===== src/stream_find_replace_core_assert.svh =====
// Assertion helpers shared by the find/replace RTL.
`ifndef STREAM_FIND_REPLACE_CORE_ASSERT_SVH
`define STREAM_FIND_REPLACE_CORE_ASSERT_SVH

// Same-cycle implication, disabled while reset is held.
`define SFR_ASSERT_NOW(label, clk, rst_n, ante, cons, msg) \
    label: assert property (@(posedge clk) disable iff (!rst_n) (ante) |-> (cons)) \
        else $error(msg);

// Next-cycle implication, disabled while reset is held.
`define SFR_ASSERT_NEXT(label, clk, rst_n, ante, cons, msg) \
    label: assert property (@(posedge clk) disable iff (!rst_n) (ante) |=> (cons)) \
        else $error(msg);

`endif


===== src/sfr_pkg.sv =====
package sfr_pkg;

    localparam int MAX_PATTERN     = 8;
    localparam int MAX_REPLACEMENT = 8;
    localparam int MAX_RESULTS     = (MAX_PATTERN > MAX_REPLACEMENT) ?
                                     MAX_PATTERN : MAX_REPLACEMENT;

    localparam int CNT_W     = $clog2(MAX_RESULTS + 1);
    localparam int RES_IDX_W = (MAX_RESULTS > 1) ? $clog2(MAX_RESULTS) : 1;

    localparam int PAT_W = 8 * MAX_PATTERN;
    localparam int REP_W = 8 * MAX_REPLACEMENT;
    localparam int CFG_DATA_W = (PAT_W > REP_W) ? PAT_W : REP_W;
    localparam int CFG_IDX_W  = 3;
    localparam int LEN_W      = 4;

    localparam logic [CFG_IDX_W-1:0] CFG_PATTERN_BYTES      = 3'd0;
    localparam logic [CFG_IDX_W-1:0] CFG_PATTERN_LENGTH     = 3'd1;
    localparam logic [CFG_IDX_W-1:0] CFG_REPLACEMENT_BYTES  = 3'd2;
    localparam logic [CFG_IDX_W-1:0] CFG_REPLACEMENT_LENGTH = 3'd3;

    // Output queue: room for two full bursts.
    localparam int OQ_DEPTH = 2 * MAX_RESULTS;
    localparam int OQ_CNT_W = $clog2(OQ_DEPTH + 1);

    typedef struct packed {
        logic [7:0] in_byte;
        logic       end_of_text;
    } t_in;

    typedef struct packed {
        logic [7:0] out_byte;
        logic       last_of_run;
        logic       text_done;
    } t_out;

    // Results caused by one accepted word.
    typedef struct packed {
        logic [CNT_W-1:0]             n;
        t_out [MAX_RESULTS-1:0]       item;
    } t_burst;

    // Per-cell control from the window controller.
    typedef struct packed {
        logic load;
        logic ins;
        logic shift;
    } t_cell_ctl;

    // A length of zero counts as one; lengths above the maximum saturate.
    function automatic logic [CNT_W-1:0] clamp_len(input logic [LEN_W-1:0] raw,
                                                   input logic [CNT_W-1:0] max_len);
        logic [CNT_W-1:0] res;
        if (raw == '0) begin
            res = CNT_W'(1);
        end else if (CNT_W'(raw) > max_len) begin
            res = max_len;
        end else begin
            res = CNT_W'(raw);
        end
        return res;
    endfunction

endpackage


===== src/stream_find_replace_core.sv =====
// Streaming find-and-replace over a byte text.
// Input channel (i_in_valid / o_in_ready / i_in_word) takes one text byte per
// word; end_of_text marks the last byte. Output channel (o_out_valid /
// i_out_ready / o_out_word) gives the rewritten text one byte per word, with
// last_of_run on the final byte caused by an input word and text_done on the
// final byte of the text. Pattern and replacement (up to 8 bytes each) are set
// through the write port (i_cfg_we / i_cfg_idx / i_cfg_data); the user sets
// them only while idle, which the block does not enforce. Writing the pattern
// length drops any held bytes. The window is a row of eight byte cells, each
// comparing its byte with one pattern byte, so one input word is taken per
// cycle while the output queue has room. A word's results enter a 16-entry
// output queue and leave one per cycle while the receiver is ready, so plain
// pass-through runs at one byte per cycle, and the input stalls only once
// more than 8 bytes wait in the queue. When the receiver stalls, queued bytes
// stay put and input keeps flowing until the queue is more than half full.
// Reset empties the window and the queue and sets pattern and replacement to
// one zero byte.
`include "stream_find_replace_core_assert.svh"

module stream_find_replace_core (
    input  logic                               i_clk,
    input  logic                               i_rst_n,
    input  logic                               i_in_valid,
    output logic                               o_in_ready,
    input  sfr_pkg::t_in                       i_in_word,
    output logic                               o_out_valid,
    input  logic                               i_out_ready,
    output sfr_pkg::t_out                      o_out_word,
    input  logic                               i_cfg_we,
    input  logic [sfr_pkg::CFG_IDX_W-1:0]      i_cfg_idx,
    input  logic [sfr_pkg::CFG_DATA_W-1:0]     i_cfg_data
);
    import sfr_pkg::*;

    logic [PAT_W-1:0] r_pat;
    logic [LEN_W-1:0] r_plen;
    logic [REP_W-1:0] r_rep;
    logic [LEN_W-1:0] r_rlen;
    logic [CNT_W-1:0] r_cnt;
    logic [CNT_W-1:0] n_cnt;

    logic             accept;
    logic             eot;
    logic [CNT_W-1:0] plen;
    logic [CNT_W-1:0] rlen;
    logic [CNT_W-1:0] cnt_eff;
    logic [CNT_W-1:0] new_cnt;
    logic             full;
    logic             all_eq;
    logic             match;
    logic             shift;
    t_burst           burst;

    logic [7:0]       cur  [MAX_PATTERN];
    logic [MAX_PATTERN-1:0] eq;
    t_cell_ctl        ctl  [MAX_PATTERN];

    assign accept = i_in_valid && o_in_ready;
    assign eot    = i_in_word.end_of_text;
    assign plen   = clamp_len(r_plen, CNT_W'(MAX_PATTERN));
    assign rlen   = clamp_len(r_rlen, CNT_W'(MAX_REPLACEMENT));

    always_comb begin
        cnt_eff = (r_cnt >= plen) ? '0 : r_cnt;
        new_cnt = cnt_eff + CNT_W'(1);
        full    = (new_cnt == plen);
        all_eq  = 1'b1;
        for (int i = 0; i < MAX_PATTERN; i++) begin
            if (CNT_W'(i) < plen && !eq[i]) begin
                all_eq = 1'b0;
            end
        end
        match = full && all_eq;
        // A full window without a match drops its oldest byte.
        shift = full && !match && !eot;
    end

    always_comb begin
        for (int i = 0; i < MAX_PATTERN; i++) begin
            ctl[i].load  = accept;
            ctl[i].ins   = (CNT_W'(i) == cnt_eff);
            ctl[i].shift = shift;
        end
    end

    for (genvar g = 0; g < MAX_PATTERN; g++) begin : g_cell
        sfr_cell u_cell (
            .i_clk       (i_clk),
            .i_ctl       (ctl[g]),
            .i_in_byte   (i_in_word.in_byte),
            .i_next_byte (cur[(g + 1 < MAX_PATTERN) ? g + 1 : g]),
            .i_pat_byte  (r_pat[g*8 +: 8]),
            .o_cur_byte  (cur[g]),
            .o_eq        (eq[g])
        );
    end

    // On a match the burst is the replacement; otherwise it is the window
    // from its oldest byte: one byte when full, all on end of text, else none.
    always_comb begin
        if (match) begin
            burst.n = rlen;
        end else if (eot) begin
            burst.n = new_cnt;
        end else if (full) begin
            burst.n = CNT_W'(1);
        end else begin
            burst.n = '0;
        end
        for (int k = 0; k < MAX_RESULTS; k++) begin
            burst.item[k].out_byte    = match ? r_rep[(k % MAX_REPLACEMENT)*8 +: 8]
                                              : cur[k % MAX_PATTERN];
            burst.item[k].last_of_run = (CNT_W'(k + 1) == burst.n);
            burst.item[k].text_done   = (CNT_W'(k + 1) == burst.n) && eot;
        end
    end

    always_comb begin
        if (match || eot) begin
            n_cnt = '0;
        end else if (full) begin
            n_cnt = plen - CNT_W'(1);
        end else begin
            n_cnt = new_cnt;
        end
    end

    always_ff @(posedge i_clk) begin
        if (!i_rst_n) begin
            r_pat  <= '0;
            r_plen <= LEN_W'(1);
            r_rep  <= '0;
            r_rlen <= LEN_W'(1);
            r_cnt  <= '0;
        end else begin
            if (accept) begin
                r_cnt <= n_cnt;
            end
            if (i_cfg_we) begin
                case (i_cfg_idx)
                    CFG_PATTERN_BYTES: begin
                        r_pat <= i_cfg_data[PAT_W-1:0];
                    end
                    CFG_PATTERN_LENGTH: begin
                        r_plen <= i_cfg_data[LEN_W-1:0];
                        r_cnt  <= '0;
                    end
                    CFG_REPLACEMENT_BYTES: begin
                        r_rep <= i_cfg_data[REP_W-1:0];
                    end
                    CFG_REPLACEMENT_LENGTH: begin
                        r_rlen <= i_cfg_data[LEN_W-1:0];
                    end
                    default: begin
                    end
                endcase
            end
        end
    end

    sfr_outq u_outq (
        .i_clk   (i_clk),
        .i_rst_n (i_rst_n),
        .i_push  (accept),
        .i_burst (burst),
        .o_space (o_in_ready),
        .o_valid (o_out_valid),
        .i_ready (i_out_ready),
        .o_word  (o_out_word)
    );

    `SFR_ASSERT_NOW(a_cnt_below_len, i_clk, i_rst_n, 1'b1, r_cnt < plen,
        "window holds a whole pattern length")
    `SFR_ASSERT_NEXT(a_match_empties, i_clk, i_rst_n, accept && match, r_cnt == '0,
        "window not empty after a match")
    `SFR_ASSERT_NEXT(a_eot_empties, i_clk, i_rst_n, accept && eot, r_cnt == '0,
        "window not empty after end of text")
    `SFR_ASSERT_NEXT(a_burst_shows, i_clk, i_rst_n, accept && burst.n != '0, o_out_valid,
        "result of an accepted word not offered")

endmodule


===== src/sfr_cell.sv =====
module sfr_cell (
    input  logic              i_clk,
    input  sfr_pkg::t_cell_ctl i_ctl,
    input  logic [7:0]        i_in_byte,
    input  logic [7:0]        i_next_byte,
    input  logic [7:0]        i_pat_byte,
    output logic [7:0]        o_cur_byte,
    output logic              o_eq
);
    import sfr_pkg::*;

    logic [7:0] r_byte;
    logic [7:0] n_byte;

    // The incoming byte lands in the cell that sits at the fill position.
    assign o_cur_byte = i_ctl.ins ? i_in_byte : r_byte;
    assign o_eq       = (o_cur_byte == i_pat_byte);

    always_comb begin
        n_byte = r_byte;
        if (i_ctl.load) begin
            n_byte = i_ctl.shift ? i_next_byte : o_cur_byte;
        end
    end

    always_ff @(posedge i_clk) begin
        r_byte <= n_byte;
    end

endmodule


===== src/sfr_outq.sv =====
`include "stream_find_replace_core_assert.svh"

module sfr_outq (
    input  logic            i_clk,
    input  logic            i_rst_n,
    input  logic            i_push,
    input  sfr_pkg::t_burst i_burst,
    output logic            o_space,
    output logic            o_valid,
    input  logic            i_ready,
    output sfr_pkg::t_out   o_word
);
    import sfr_pkg::*;

    t_out                r_slot [OQ_DEPTH];
    t_out                n_slot [OQ_DEPTH];
    logic [OQ_CNT_W-1:0] r_cnt;
    logic [OQ_CNT_W-1:0] n_cnt;
    logic                pop;
    logic [OQ_CNT_W-1:0] base;
    logic [OQ_CNT_W-1:0] push_n;
    logic [OQ_CNT_W-1:0] off;

    assign o_valid = (r_cnt != '0);
    assign o_word  = r_slot[0];
    assign o_space = (r_cnt <= OQ_CNT_W'(OQ_DEPTH - MAX_RESULTS));
    assign pop     = o_valid && i_ready;
    assign base    = r_cnt - OQ_CNT_W'(pop);
    assign push_n  = i_push ? OQ_CNT_W'(i_burst.n) : '0;
    assign n_cnt   = base + push_n;

    // Held words move one slot toward the head on a pop; a new burst is
    // appended right behind the last word that stays.
    always_comb begin
        off = '0;
        for (int j = 0; j < OQ_DEPTH; j++) begin
            off = OQ_CNT_W'(j) - base;
            if (OQ_CNT_W'(j) < base) begin
                n_slot[j] = pop ? r_slot[(j + 1) % OQ_DEPTH] : r_slot[j];
            end else if (off < push_n) begin
                n_slot[j] = i_burst.item[off[RES_IDX_W-1:0]];
            end else begin
                n_slot[j] = r_slot[j];
            end
        end
    end

    always_ff @(posedge i_clk) begin
        for (int j = 0; j < OQ_DEPTH; j++) begin
            r_slot[j] <= n_slot[j];
        end
    end

    always_ff @(posedge i_clk) begin
        if (!i_rst_n) begin
            r_cnt <= '0;
        end else begin
            r_cnt <= n_cnt;
        end
    end

    `SFR_ASSERT_NEXT(a_pop_drains, i_clk, i_rst_n, pop && !i_push,
        r_cnt == $past(r_cnt) - OQ_CNT_W'(1), "output queue count wrong after pop")

endmodule


===== config.mk =====
export PLATFORM = sky130hd
export DESIGN_NAME = stream_find_replace_core
export DESIGN_NICKNAME = d
export VERILOG_FILES = /design/src/sfr_pkg.sv /design/src/stream_find_replace_core.sv /design/src/sfr_cell.sv /design/src/sfr_outq.sv
export VERILOG_INCLUDE_DIRS = /design/src /design/src/src
export SDC_FILE = /design/constraint.sdc
export NUM_CORES = 1
export LEC_CHECK = 0
export ABC_AREA = 1
export BUFFER_PORTS_ARGS = -buffer_cell sky130_fd_sc_hd__buf_2
export CORE_MARGIN = 8
export CORE_UTILIZATION = 30
export CTS_CLUSTER_DIAMETER = 60
export DETAILED_ROUTE_END_ITERATION = 12
export MAX_ROUTING_LAYER = met4
export PLACE_DENSITY_LB_ADDON = 0.15
export SLEW_MARGIN = 20
export SYNTH_ARGS = -nofsm -noshare
export SYNTH_HDL_FRONTEND = slang
export SYNTH_HIERARCHICAL = 1
export SYNTH_SLANG_ARGS = --single-unit

===== constraint.sdc =====
create_clock -name i_clk -period 5.3 [get_ports i_clk]
set_input_delay 0.265 -clock i_clk [delete_from_list [all_inputs] [get_ports i_clk]]
set_output_delay 0.265 -clock i_clk [all_outputs]
set_load 0.02 [all_outputs]

Word level (Yosys, flattened, before mapping)
Memories as Yosys holds them, arrays and structs flattened. Index checks and enable logic that the tools add are counted.

Bits in registers: 209. Bits in latches: 0. Memory bits (writable): 160. Bits in read-only memories: 0. Bits of input ports: 81. Output and inout bits: 12. Word-level logic and storage cells: 288. Memories: 1.

Memory list: u_outq.r_slot (depth 16, bits a word 10, rd ports 16, clocked after memory_dff 0, wr ports 16, line sfr_outq.sv:15) `t_out r_slot [OQ_DEPTH];`.

Add/sub/neg operators: 20. Multipliers: 0. Div/mod/pow operators: 0. Magnitude comparators: 60. Eq/ne operators: 27. Shifts and indexed selects: 0. Muxes and demuxes: 125. Bitwise gates (word level): 0. Reduce and logical (&&, ||, !) cells: 41.

Operators by type and width (count): 2-to-1 mux 10 bit (64); binary-select mux 10 bit (select 3 bit) (16); 2-to-1 mux 8 bit (23); less-than comparator 5 bit (16); equality test 8 bit (8); less-than comparator 3 x 4 -> 1 bit, second input constant (16); 2-to-1 mux 4 bit (13); less-than comparator 4 x 5 -> 1 bit, first input constant (8); subtractor 4 x 5 -> 5 bit, first input constant (8); equality test 3 x 4 -> 1 bit, first input constant (8); logical AND 1 bit (21); less-than comparator 3 x 5 -> 1 bit, first input constant (4); subtractor 3 x 5 -> 5 bit, first input constant (4); equality test 2 x 4 -> 1 bit, first input constant (4); less-than comparator 3 x 4 -> 1 bit, first input constant (4); zero test 4 bit (3); zero test 1 bit (10); less-than comparator 1 x 5 -> 1 bit, first input constant (2); less-than comparator 2 x 5 -> 1 bit, first input constant (2); subtractor 1 x 5 -> 5 bit, first input constant (2); subtractor 2 x 5 -> 5 bit, first input constant (2); 2-to-1 mux 1 bit (9); equality test 1 x 4 -> 1 bit, first input constant (2); greater-than comparator 4 bit, second input constant (2); 16 further kinds (22).

Depth between registers and ports, before layout
Gate-level depths: netlist (run 1).

Word-level depth: 26. Gate-level depth with buffers: 44.

Hierarchy
The synthesis (run 1) kept the hierarchy.

By module, submodules not included: sfr_outq (times used 1, cells an instance 1564, area each 11148.2 sq um, seq. area each 4904.7 sq um); stream_find_replace_core (times used 1, cells an instance 998, area each 6651.4 sq um, seq. area each 2802.7 sq um); sfr_cell (times used 8, cells an instance 99, area each 658.1 sq um, seq. area each 240.2 sq um).

Worst setup path after synthesis (run 1)
No wires, ideal clock.

Path type: register to register. Start point: reg, netlist name r_plen[2]. End point: mem u_outq/r_slot[1][50] (netlist bit), enable pin. Data arrival time: 5.111 ns. Data required time: 4.909 ns. Path slack: -0.202 ns. Stages on the path, launching flop included: 36. Buffers on the path: 1. Path through: dfxtp_1 -> o21ai_1 -> nand2_1 -> inv_1 -> ha_1 -> inv_1 -> nand2_1 -> nand2_1 -> nand2_1 -> nand2_2 -> nand3_1 -> inv_1 -> ha_1 -> nand2_1 -> nor2_1 -> buf_6 -> nand2_2 -> nand3_1 -> nand2_1 -> nor2_1 -> nand2_1 -> nor2_1 -> nand2_1 -> nor2_1 -> o21a_1 -> a31oi_1 -> nor3_4 -> nand3_4 -> nand2_4 -> nand2_1 -> ha_1 -> a21oi_1 -> nand2_1 -> a21oi_1 -> nand3_1 -> o21ai_0.

RTL lines (line): end: declaration (sfr_outq.sv:15).

==> results of run 1 <==
[how the worst max path moves through the flow]
stage                                start                        endpoint
floorplan           r_plen[2]$_SDFFE_PN0P_  u_outq/r_slot[1][50]$_DFFE_PP_
global placement    r_plen[1]$_SDFFE_PN0P_  u_outq/r_slot[1][75]$_DFFE_PP_
CTS                 r_plen[0]$_SDFFE_PN1P_  u_outq/r_slot[1][56]$_DFFE_PP_
finish              r_plen[2]$_SDFFE_PN0P_   u_outq/r_slot[1][4]$_DFFE_PP_
global route        r_plen[1]$_SDFFE_PN0P_  u_outq/r_slot[1][50]$_DFFE_PP_
detailed placement  r_plen[2]$_SDFFE_PN0P_  u_outq/r_slot[1][50]$_DFFE_PP_
[flip-flops by register name, indices dropped and copies added (netlist names)]
| name | cells |
|---|---|
| r_rep | 64 |
| u_outq/r_slot | 160 |
| r_pat | 64 |
| r_cnt | 4 |
| g_cell.u_cell/r_byte | 64 |
| r_plen | 4 |
| u_outq/r_cnt | 5 |
| r_rlen | 4 |
[placed cells by master (no fill, tap or decap), drive strengths merged, types with 2 or more instances in the layout]
master,netlist,layout
nand2,1409,1409
buf,103,518
o21ai,420,420
inv,312,320
nor2,288,288
edfxtp,224,224
dfxtp,145,145
nand3,128,128
a21oi,91,91
clkbuf,67,70
a31oi,66,66
dlygate4sd3,0,62
ha,48,48
clkinv,3,20
nand3b,12,12
nand4,11,11
nor3,8,8
xor2,7,7
bufinv,0,2
o22ai,2,2
o21bai,2,2
[cell families after synthesis]
group,after synthesis,synth area share [%]
AND/OR/NAND/NOR,1856,33.07
buffers and inverters,485,8.962
AO/OA/AOI/OAI,587,13.23
flip-flops,369,41.75
XOR/XNOR,8,0.3038
adder cells (fa/ha/maj),49,2.691
[cells in the mapped netlist, types with 48 or more instances]
master       n
nand2_1   1298
inv_1      292
nor2_1     280
o21ai_1     63
dfxtp_1    145
a21oi_1     90
a31oi_1     66
o21ai_0    357
ha_1        48
buf_2       72
nand3_1    126
edfxtp_1   224
clkbuf_1    67
nand2_2     98
[critical path, delay by kind of cell, from the launching register on]
family          cells  cell delay (ps)
simple gates       21             1820
buf+inv            11             1260
compound gates      6             1150
fa+ha+maj           2              440
flops               1              330
[per-stage QoR]
step / TNS, ps / instances
2_1_floorplan: 0 / 3354
3_3_place_gp: -44080 / 4691
6_report: 0 / 4892
3_5_place_dp: -61870 / 4691
5_1_grt: -58010 / 4892
4_1_cts: -386.5 / 4867
[what timing repair did]
| item | 4_1_cts | 5_1_grt |
|---|---|---|
| endpoints found under the setup margin | 313 | 323 |
| cloned | 4 | 9 |
| endpoints found under the hold margin | 120 | 0 |
| gates resized for setup | 93 | 359 |
| pin swaps | 18 | 76 |
| hold buffers | 62 | 0 |
| buffers inserted | 17 | 19 |
[metal layers]
| layer | vias up | track usage [%] | part of all wire [%] | routed length [µm] |
|---|---|---|---|---|
| met4 | 0 | 5.076 | 2.7 | 2448 |
| li1 | 11760 | - | - | - |
| met2 | 574 | 34.24 | 48 | 42790 |
| met3 | 132 | 1.849 | 4.3 | 3827 |
| met1 | 10670 | 26.76 | 45 | 40820 |
| met5 | - | - | 0 | 0 |
[layout make-up]
class,instances,area (µm²),share of cell area [%]
Timing Repair Buffer,585,4855,15.60
Tap cell,1030,1289,4.141
Clock inverter,28,272.8,0.8763
Inverter,315,1227,3.944
Sequential cell,369,9634,30.95
Clock buffer,65,1411,4.534
Multi-Input combinational cell,2500,12440,39.95
==> flow_summary.json, run 1 <==
{
  "pin_count": 93,
  "drv_slew": 0,
  "htree_levels": 2,
  "synth_area_leaders": "edfxtp_1, nand2_1, dfxtp_1, o21ai_0, inv_1",
  "syn_avg_cell_area_um2": 6.877,
  "hold_path_end": "r_rep[2]$_SDFFE_PN0P_",
  "whs_ps": 29.85,
  "vias": 23130,
  "drive_gt1_share_pct": 25.14,
  "clk_latency_ps": 610,
  "row_count": 101,
  "fin_crit_sh_pct": 99.95,
  "fp.dieArea_um2": 86010,
  "rsz0062_at_grt": "yes",
  "dp_slack_ps": -442.2,
  "fin_skew_ps": 29.76,
  "dieWidth_um": 293.3,
  "coreArea_um2": 76080,
  "critPathKind": "flip-flop to flip-flop",
  "cp_common_cell": "nand2_1",
  "clk_pin_slew_ps": 60,
  "ys.flop_type": "edfxtp_1",
  "dieHeight_um": 293.3,
  "synth_seq_area_share_pct": 41.75,
  "place_area_um2": 27110,
  "hold_depth": 3,
  "cts_num_sinks": 369,
  "ys_seq_elements": 369,
  "drc": 0,
  "cp-end-kind": "flip-flop",
  "synthArstFlopShare_pct": 0,
  "firstDrtPassIters": 6,
  "routed_wl_um": 89900,
  "gr-total-overflow": 0,
  "min_path_type": "primary input to flip-flop",
  "root_buffer": "clkbuf_16",
  "synth-edff-count": 224,
  "wl_per_cell_um": 18.38,
  "synth_cells": 3354,
  "viasPerCell": 4.728,
  "rr_worst_depth": 40,
  "numCtsBuffers": 50,
  "max_slew_margin_pct": 32.36,
  "grt.total_usage_pct": 20.49,
  "start_util_pct": 30.32,
  "cp-start-kind": "flip-flop",
  "r2r-start": "r_plen[2]$_SDFFE_PN0P_",
  "synth_cell_type_count": 43,
  "crit_fanout": 7,
  "ys_warn_count": 6,
  "num-nets-final": 3951,
  "fmax_ghz": 0.1888,
  "synth_top_cell_by_area": "edfxtp_1",
  "place_congestion": 0.9761,
  "antenna-diode-count": 0,
  "drtAntennaViolNets": 0,
  "period_needed_ps": 5297,
  "tritoncts": "yes",
  "fin_util_pct": 40.91,
  "dp.final_hpwl_um": 67150,
  "port_buffers": 92,
  "grt_max_degree": 103,
  "worst_slew_pin_slew_ps": 1012,
  "hold_viol": 0,
  "grt_pass1_wl_um": 132700,
  "clk_path_buf_depth": 3,
  "status": "finished clean",
  "grt_pass1_vias": 21680,
  "drv_cap": 0,
  "area_delta_synth_final_pct": 34.95,
  "synth_nets": 3484,
  "drt_iter0_drc": 1654,
  "reg2reg_setup_slack_ps": 3,
  "cp.arrival_ps": 5640,
  "post-route-cell-area_um2": 31120,
  "critPathSlowestCell": "o21ai_0",
  "required_ps": 5640,
  "r2r-end": "u_outq/r_slot[1][4]$_DFFE_PP_",
  "synth_area_um2": 23060,
  "max_stage_delay_ps": 480,
  "finalSetupViolations": 0,
  "antenna_found_initial": 0,
  "fillers": 8104,
  "min-delay-start": "i_cfg_data[2]",
  "synth_top_area_share_pct": 29.16,
  "worst_slack_ps": 2.624
}
Power of run 1 is not shown: default switching activity piles up to over one toggle a cycle in this logic, so the estimate is an artifact.
==> inputs of run 2 (changes only) <==
--- a/config.mk
+++ b/config.mk
@@ -13,5 +13,4 @@
 export CTS_CLUSTER_DIAMETER = 60
 export DETAILED_ROUTE_END_ITERATION = 12
-export MAX_ROUTING_LAYER = met4
 export PLACE_DENSITY_LB_ADDON = 0.15
 export SLEW_MARGIN = 20
==> constraint.sdc (replaced) <==
create_clock -name i_clk -period 5.3 [get_ports i_clk]
set_input_delay 0.53 -clock i_clk [delete_from_list [all_inputs] [get_ports i_clk]]
set_output_delay 0.53 -clock i_clk [all_outputs]
set_load 0.02 [all_outputs]
==> run 2 against run 1 <==
Effect of this change:
- global-route usage shrank 0.64 points
- hold slack gained 120 ps
- sequential share of layout area grew 1.1 points
- critical path depth shrank 2
- routed wire length shrank 2.1%
- core utilization shrank 1.4 points
- final area shrank 3.5%
- register-to-register slack gained 40 ps
- clock skew grew 12 ps
- sequential cell count is the same
- critical path type unchanged
- highest routed layer unchanged
==> flow_summary.json, run 2 (same netlist as run 1, synthesis figures left out) <==
{
  "hold_viol": 0,
  "coreArea_um2": 76080,
  "start_util_pct": 30.32,
  "cp.arrival_ps": 5560,
  "whs_ps": 150.7,
  "drv_slew": 0,
  "final_common_cell": "nand2_1",
  "critPathSlowestCell": "dfxtp_2",
  "largest_register": "u_outq/r_slot",
  "place_congestion": 0.9357,
  "reg2reg_setup_slack_ps": 40,
  "viasPerCell": 4.709,
  "cp-end-kind": "flip-flop",
  "grt_max_degree": 123,
  "crit_fanout": 7,
  "firstDrtPassIters": 5,
  "gr-total-overflow": 0,
  "status": "finished clean",
  "period_needed_ps": 5257,
  "row_count": 101,
  "r2r-start": "r_plen[2]$_SDFFE_PN0P_",
  "critPathKind": "flip-flop to flip-flop",
  "dieHeight_um": 293.3,
  "clk_latency_ps": 620,
  "fp.dieArea_um2": 86010,
  "area_delta_synth_final_pct": 30.28,
  "root_buffer": "clkbuf_16",
  "drtAntennaViolNets": 0,
  "port_buffers": 92,
  "vias": 22640,
  "dp.final_hpwl_um": 66720,
  "fin_skew_ps": 41.78,
  "num-nets-final": 3869,
  "clk_pin_slew_ps": 60,
  "clk_path_buf_depth": 3,
  "drc": 0,
  "max_stage_delay_ps": 340,
  "antenna_found_initial": 0,
  "dieWidth_um": 293.3,
  "wl_per_cell_um": 18.31,
  "fin_crit_sh_pct": 99.18,
  "grt.total_usage_pct": 19.86,
  "drive_gt1_share_pct": 24.11,
  "cp-start-kind": "flip-flop",
  "cts_num_sinks": 369,
  "critPathBufInv": 8,
  "largest_reg_flops": 160,
  "numCtsBuffers": 49,
  "fmax_ghz": 0.1902,
  "routed_wl_um": 88040,
  "min-delay-start": "i_cfg_data[34]",
  "max_slew_margin_pct": 33.51,
  "rsz0062_at_grt": "yes",
  "pin_count": 93,
  "grt_pass1_wl_um": 131800,
  "drv_cap": 0,
  "finalSetupViolations": 0,
  "fillers": 8099,
  "mostFrequentLayoutCells": "nand2_1, buf_4, inv_1",
  "crit_path_start": "r_plen[2]$_SDFFE_PN0P_",
  "rr_worst_depth": 38,
  "antenna-diode-count": 0,
  "r2r-end": "u_outq/r_slot[1][19]$_DFFE_PP_",
  "htree_levels": 2,
  "tritoncts": "yes",
  "required_ps": 5600,
  "hold_depth": 3,
  "hold_path_end": "r_rep[34]$_SDFFE_PN0P_",
  "worst_slew_pin_slew_ps": 997.4,
  "min_path_type": "primary input to flip-flop",
  "drt_iter0_drc": 1871,
  "grt_pass1_vias": 21550,
  "path_delay_family": "simple AND/OR/NAND/NOR gates"
}
==> run 2: layer usage <==
metal,GRT usage (%),vias up,wire length [µm]
met1,26.63,10410,40360
met5,0,-,0
li1,-,11590,-
met3,2.189,113,3820
met4,4.859,0,2266
met2,34.05,521,41590
==> run 2: worst max-delay path by stage <==
stage | slack, ps | cells after the start | endpoint
floorplan | 70 | 35 | u_outq/r_slot[1][50]$_DFFE_PP_
global placement | -540 | 41 | u_outq/r_slot[1][52]$_DFFE_PP_
detailed placement | -580 | 38 | u_outq/r_slot[1][52]$_DFFE_PP_
CTS | -30 | 43 | u_outq/r_slot[1][0]$_DFFE_PP_
global route | -250 | 37 | u_outq/r_slot[1][19]$_DFFE_PP_
finish | 40 | 38 | u_outq/r_slot[1][19]$_DFFE_PP_
==> run 2: what timing repair did <==
| item | 4_1_cts | 5_1_grt |
|---|---|---|
| gates cloned | 4 | 5 |
| pin swaps | 34 | 64 |
| setup endpoints to repair | 324 | 323 |
| resized for setup | 122 | 260 |
| buffers inserted | 10 | 8 |
| hold endpoints to repair | 0 | 0 |
| hold buffers | 0 | 0 |
==> run 2: final cells by class <==
cell class	count	area (µm²)	area share, %
clock buffers	65	1391	4.630
clock inverters	25	244.0	0.8120
well taps	1030	1289	4.289
repair buffers	504	3999	13.31
flip-flops and latches	369	9633	32.06
multi-input cells	2500	12260	40.79
inverters	315	1235	4.110
==> run 2: per-stage QoR <==
stage                     setup WS, ps  util [%]  cells  instance area (µm²)  setup TNS (ps)
after floorplan                  66.15         -   3354                23060               0
after global placement          -544.2     35.62   4693                27100         -105630
after detailed placement        -580.4     35.62   4693                27100         -114120
after CTS                       -29.93     38.41   4795                29220          -561.9
after global routing            -249.8     39.50   4808                30050          -42880
final                            43.36     39.50   4808                30050               0
==> run 2: worst register-to-register path: cells and delay by family, from the launching register on <==
kind | cells | cell delay (ps)
AND/OR/NAND/NOR | 22 | 2120
buffers and inverters | 8 | 940
AO/OA/AOI/OAI | 5 | 820
adder cells (fa/ha/maj) | 3 | 740
flip-flops | 1 | 340
Power of run 2 is left out for the same reason.
==> inputs of run 3 (changes only) <==
- ABC_AREA: 1 -> default
==> run 3 against run 2 <==
Effect of this change:
- hold slack gained 22 ps
- synthesized cell count fell by 37%
- the flow now finishes with violations (negative setup slack)
- die area fell by 2.8%
- maximum frequency is 11% lower
- area after synthesis is 2.9% lower
- clock skew shrank 6.0 ps
- global-route usage shrank 1.9 points
==> flow_summary.json, run 3 <==
{
  "synth_top_area_share_pct": 30.05,
  "cp-start-kind": "flip-flop",
  "drtAntennaViolNets": 0,
  "dieWidth_um": 289.2,
  "synth_nets": 2250,
  "post-route-cell-area_um2": 28930,
  "clk_latency_ps": 620,
  "firstDrtPassIters": 5,
  "drt-met1-wl_um": 36440,
  "cts_num_sinks": 369,
  "ys.flop_type": "edfxtp_1",
  "row_count": 100,
  "holdBufCountCts": 0,
  "synth_seq_area_share_pct": 43.01,
  "synth_commonest_cells": "nand2_1, edfxtp_1, mux2_2",
  "largest_reg_flops": 160,
  "antenna_found_initial": 1,
  "fillers": 7267,
  "wl_per_cell_um": 22.77,
  "fmax_ghz": 0.1694,
  "pin_count": 93,
  "synth_top_cell_by_area": "edfxtp_1",
  "synth_area_um2": 22390,
  "cp.arrival_ps": 6210,
  "grt.total_usage_pct": 17.99,
  "stdcell_count": 3389,
  "met2_length_um": 35820,
  "clk_pin_slew_ps": 60,
  "status": "complete, but fails checks",
  "synth_cells": 2120,
  "hold_viol": 0,
  "grt_pass1_vias": 16920,
  "yosysMostFrequentCell": "nand2_1",
  "synth-edff-count": 224,
  "dp.final_hpwl_um": 57150,
  "port_buffers": 92,
  "num-nets-final": 2507,
  "max_stage_delay_ps": 420,
  "cp-end-kind": "flip-flop",
  "routed_wl_um": 77180,
  "place_inst": 3267,
  "coreArea_um2": 74200,
  "worst_slew_pin_slew_ps": 1029,
  "numCtsBuffers": 49,
  "drive_gt1_share_pct": 40.46,
  "dieHeight_um": 289.2,
  "largest_register": "u_outq/r_slot",
  "start_util_pct": 30.17,
  "ys_warn_count": 6,
  "drv_slew": 0,
  "wl_met3_um": 3323,
  "drc": 0,
  "required_ps": 5610,
  "topRoutingLayerUsed": "met4",
  "finalSetupViolations": 323,
  "drv_cap": 0,
  "gr-total-overflow": 0,
  "area_delta_synth_final_pct": 29.22,
  "critPathSlowestCell": "a2111o_1",
  "fin_crit_sh_pct": 111.4,
  "vias": 16780,
  "fin_skew_ps": 35.76,
  "synth_cell_type_count": 74,
  "place_congestion": 0.8638,
  "rsz0062_at_grt": "yes",
  "min_path_type": "primary input to flip-flop",
  "ys_seq_elements": 369,
  "worst_slack_ps": -603.3,
  "whs_ps": 172.5,
  "clk_path_buf_depth": 3,
  "htree_levels": 2,
  "viasPerCell": 4.952,
  "grt_max_degree": 86,
  "max_slew_margin_pct": 31.40,
  "drt_iter0_drc": 1044,
  "place_area_um2": 25960,
  "period_needed_ps": 5903,
  "fp.dieArea_um2": 83620,
  "syn_avg_cell_area_um2": 10.56,
  "synth_area_leaders": "edfxtp_1, dfxtp_1, mux2_2, nand2_1, mux2_4",
  "critPathKind": "flip-flop to flip-flop",
  "tritoncts": "yes",
  "synthArstFlopShare_pct": 0,
  "final_common_cell": "nand2_1",
  "crit_fanout": 8,
  "grt_pass1_wl_um": 113300,
  "violations": "negative setup slack",
  "mostFrequentLayoutCells": "nand2_1, edfxtp_1, buf_4",
  "root_buffer": "clkbuf_16"
}
[run 3: kinds of logic after synthesis]
group / after synthesis / synth area share, %
AND/OR/NAND/NOR: 607 / 11.36
adder cells (fa/ha/maj): 49 / 2.772
AO/OA/AOI/OAI: 416 / 12.14
multiplexers: 387 / 22.27
XOR/XNOR: 101 / 4.387
flip-flops: 369 / 43.01
buffers and inverters: 191 / 4.069
[run 3: layout make-up]
cell class	instances	area, µm²	share of cell area [%]
diodes	5	12.51	0.04325
clock inverters	26	302.8	1.047
repair buffers	357	2945	10.18
clock buffers	63	1369	4.732
well taps	969	1212	4.191
inverters	38	147.6	0.5104
multi-input cells	1562	13310	45.99
flip-flops and latches	369	9634	33.30
[run 3: final timing paths]
check,startpoint,endpoint,slack (ps),depth (start not counted)
setup / recovery,r_plen[1]$_SDFFE_PN0P_,u_outq/r_slot[0][41]$_DFFE_PP_,-600,29
hold / removal,i_cfg_data[16],r_rep[16]$_SDFFE_PN0P_,170,3
setup reg to reg,r_plen[1]$_SDFFE_PN0P_,u_outq/r_slot[0][41]$_DFFE_PP_,-600,29
hold reg to reg,r_rep[62]$_SDFFE_PN0P_,r_rep[62]$_SDFFE_PN0P_,460,2
[run 3: timing repair]
item                       4_1_cts  5_1_grt
setup buffers                   10       18
gates cloned                     1        5
gates resized for setup         92      124
pin swaps                       30       44
setup endpoints to repair      324      324
[run 3: stage by stage]
stage | setup TNS (ps) | utilization, % | setup slack [ps]
after floorplan | -87240 | - | -680.3
after global placement | -237620 | 34.98 | -932.8
final | -132830 | 38.99 | -603.3
after CTS | -129790 | 37.88 | -705.4
after global routing | -211040 | 38.98 | -833.6
after detailed placement | -265020 | 34.98 | -1003
[run 3: worst max-delay path: cells and delay by family (launching register included)]
family,cells,cell delay (ps)
flip-flops,1,360
buffers and inverters,6,670
AO/OA/AOI/OAI,7,1440
XOR/XNOR,1,160
adder cells (fa/ha/maj),3,580
multiplexers,2,670
AND/OR/NAND/NOR,10,1710
[run 3: routing by layer]
metal / GRT usage [%] / vias up
li1: - / 8100
met1: 25.46 / 8256
met2: 29.10 / 349
met3: 2.407 / 76
met4: 3.948 / 0
met5: 0 / -
Power of run 3 is left out for the same reason.
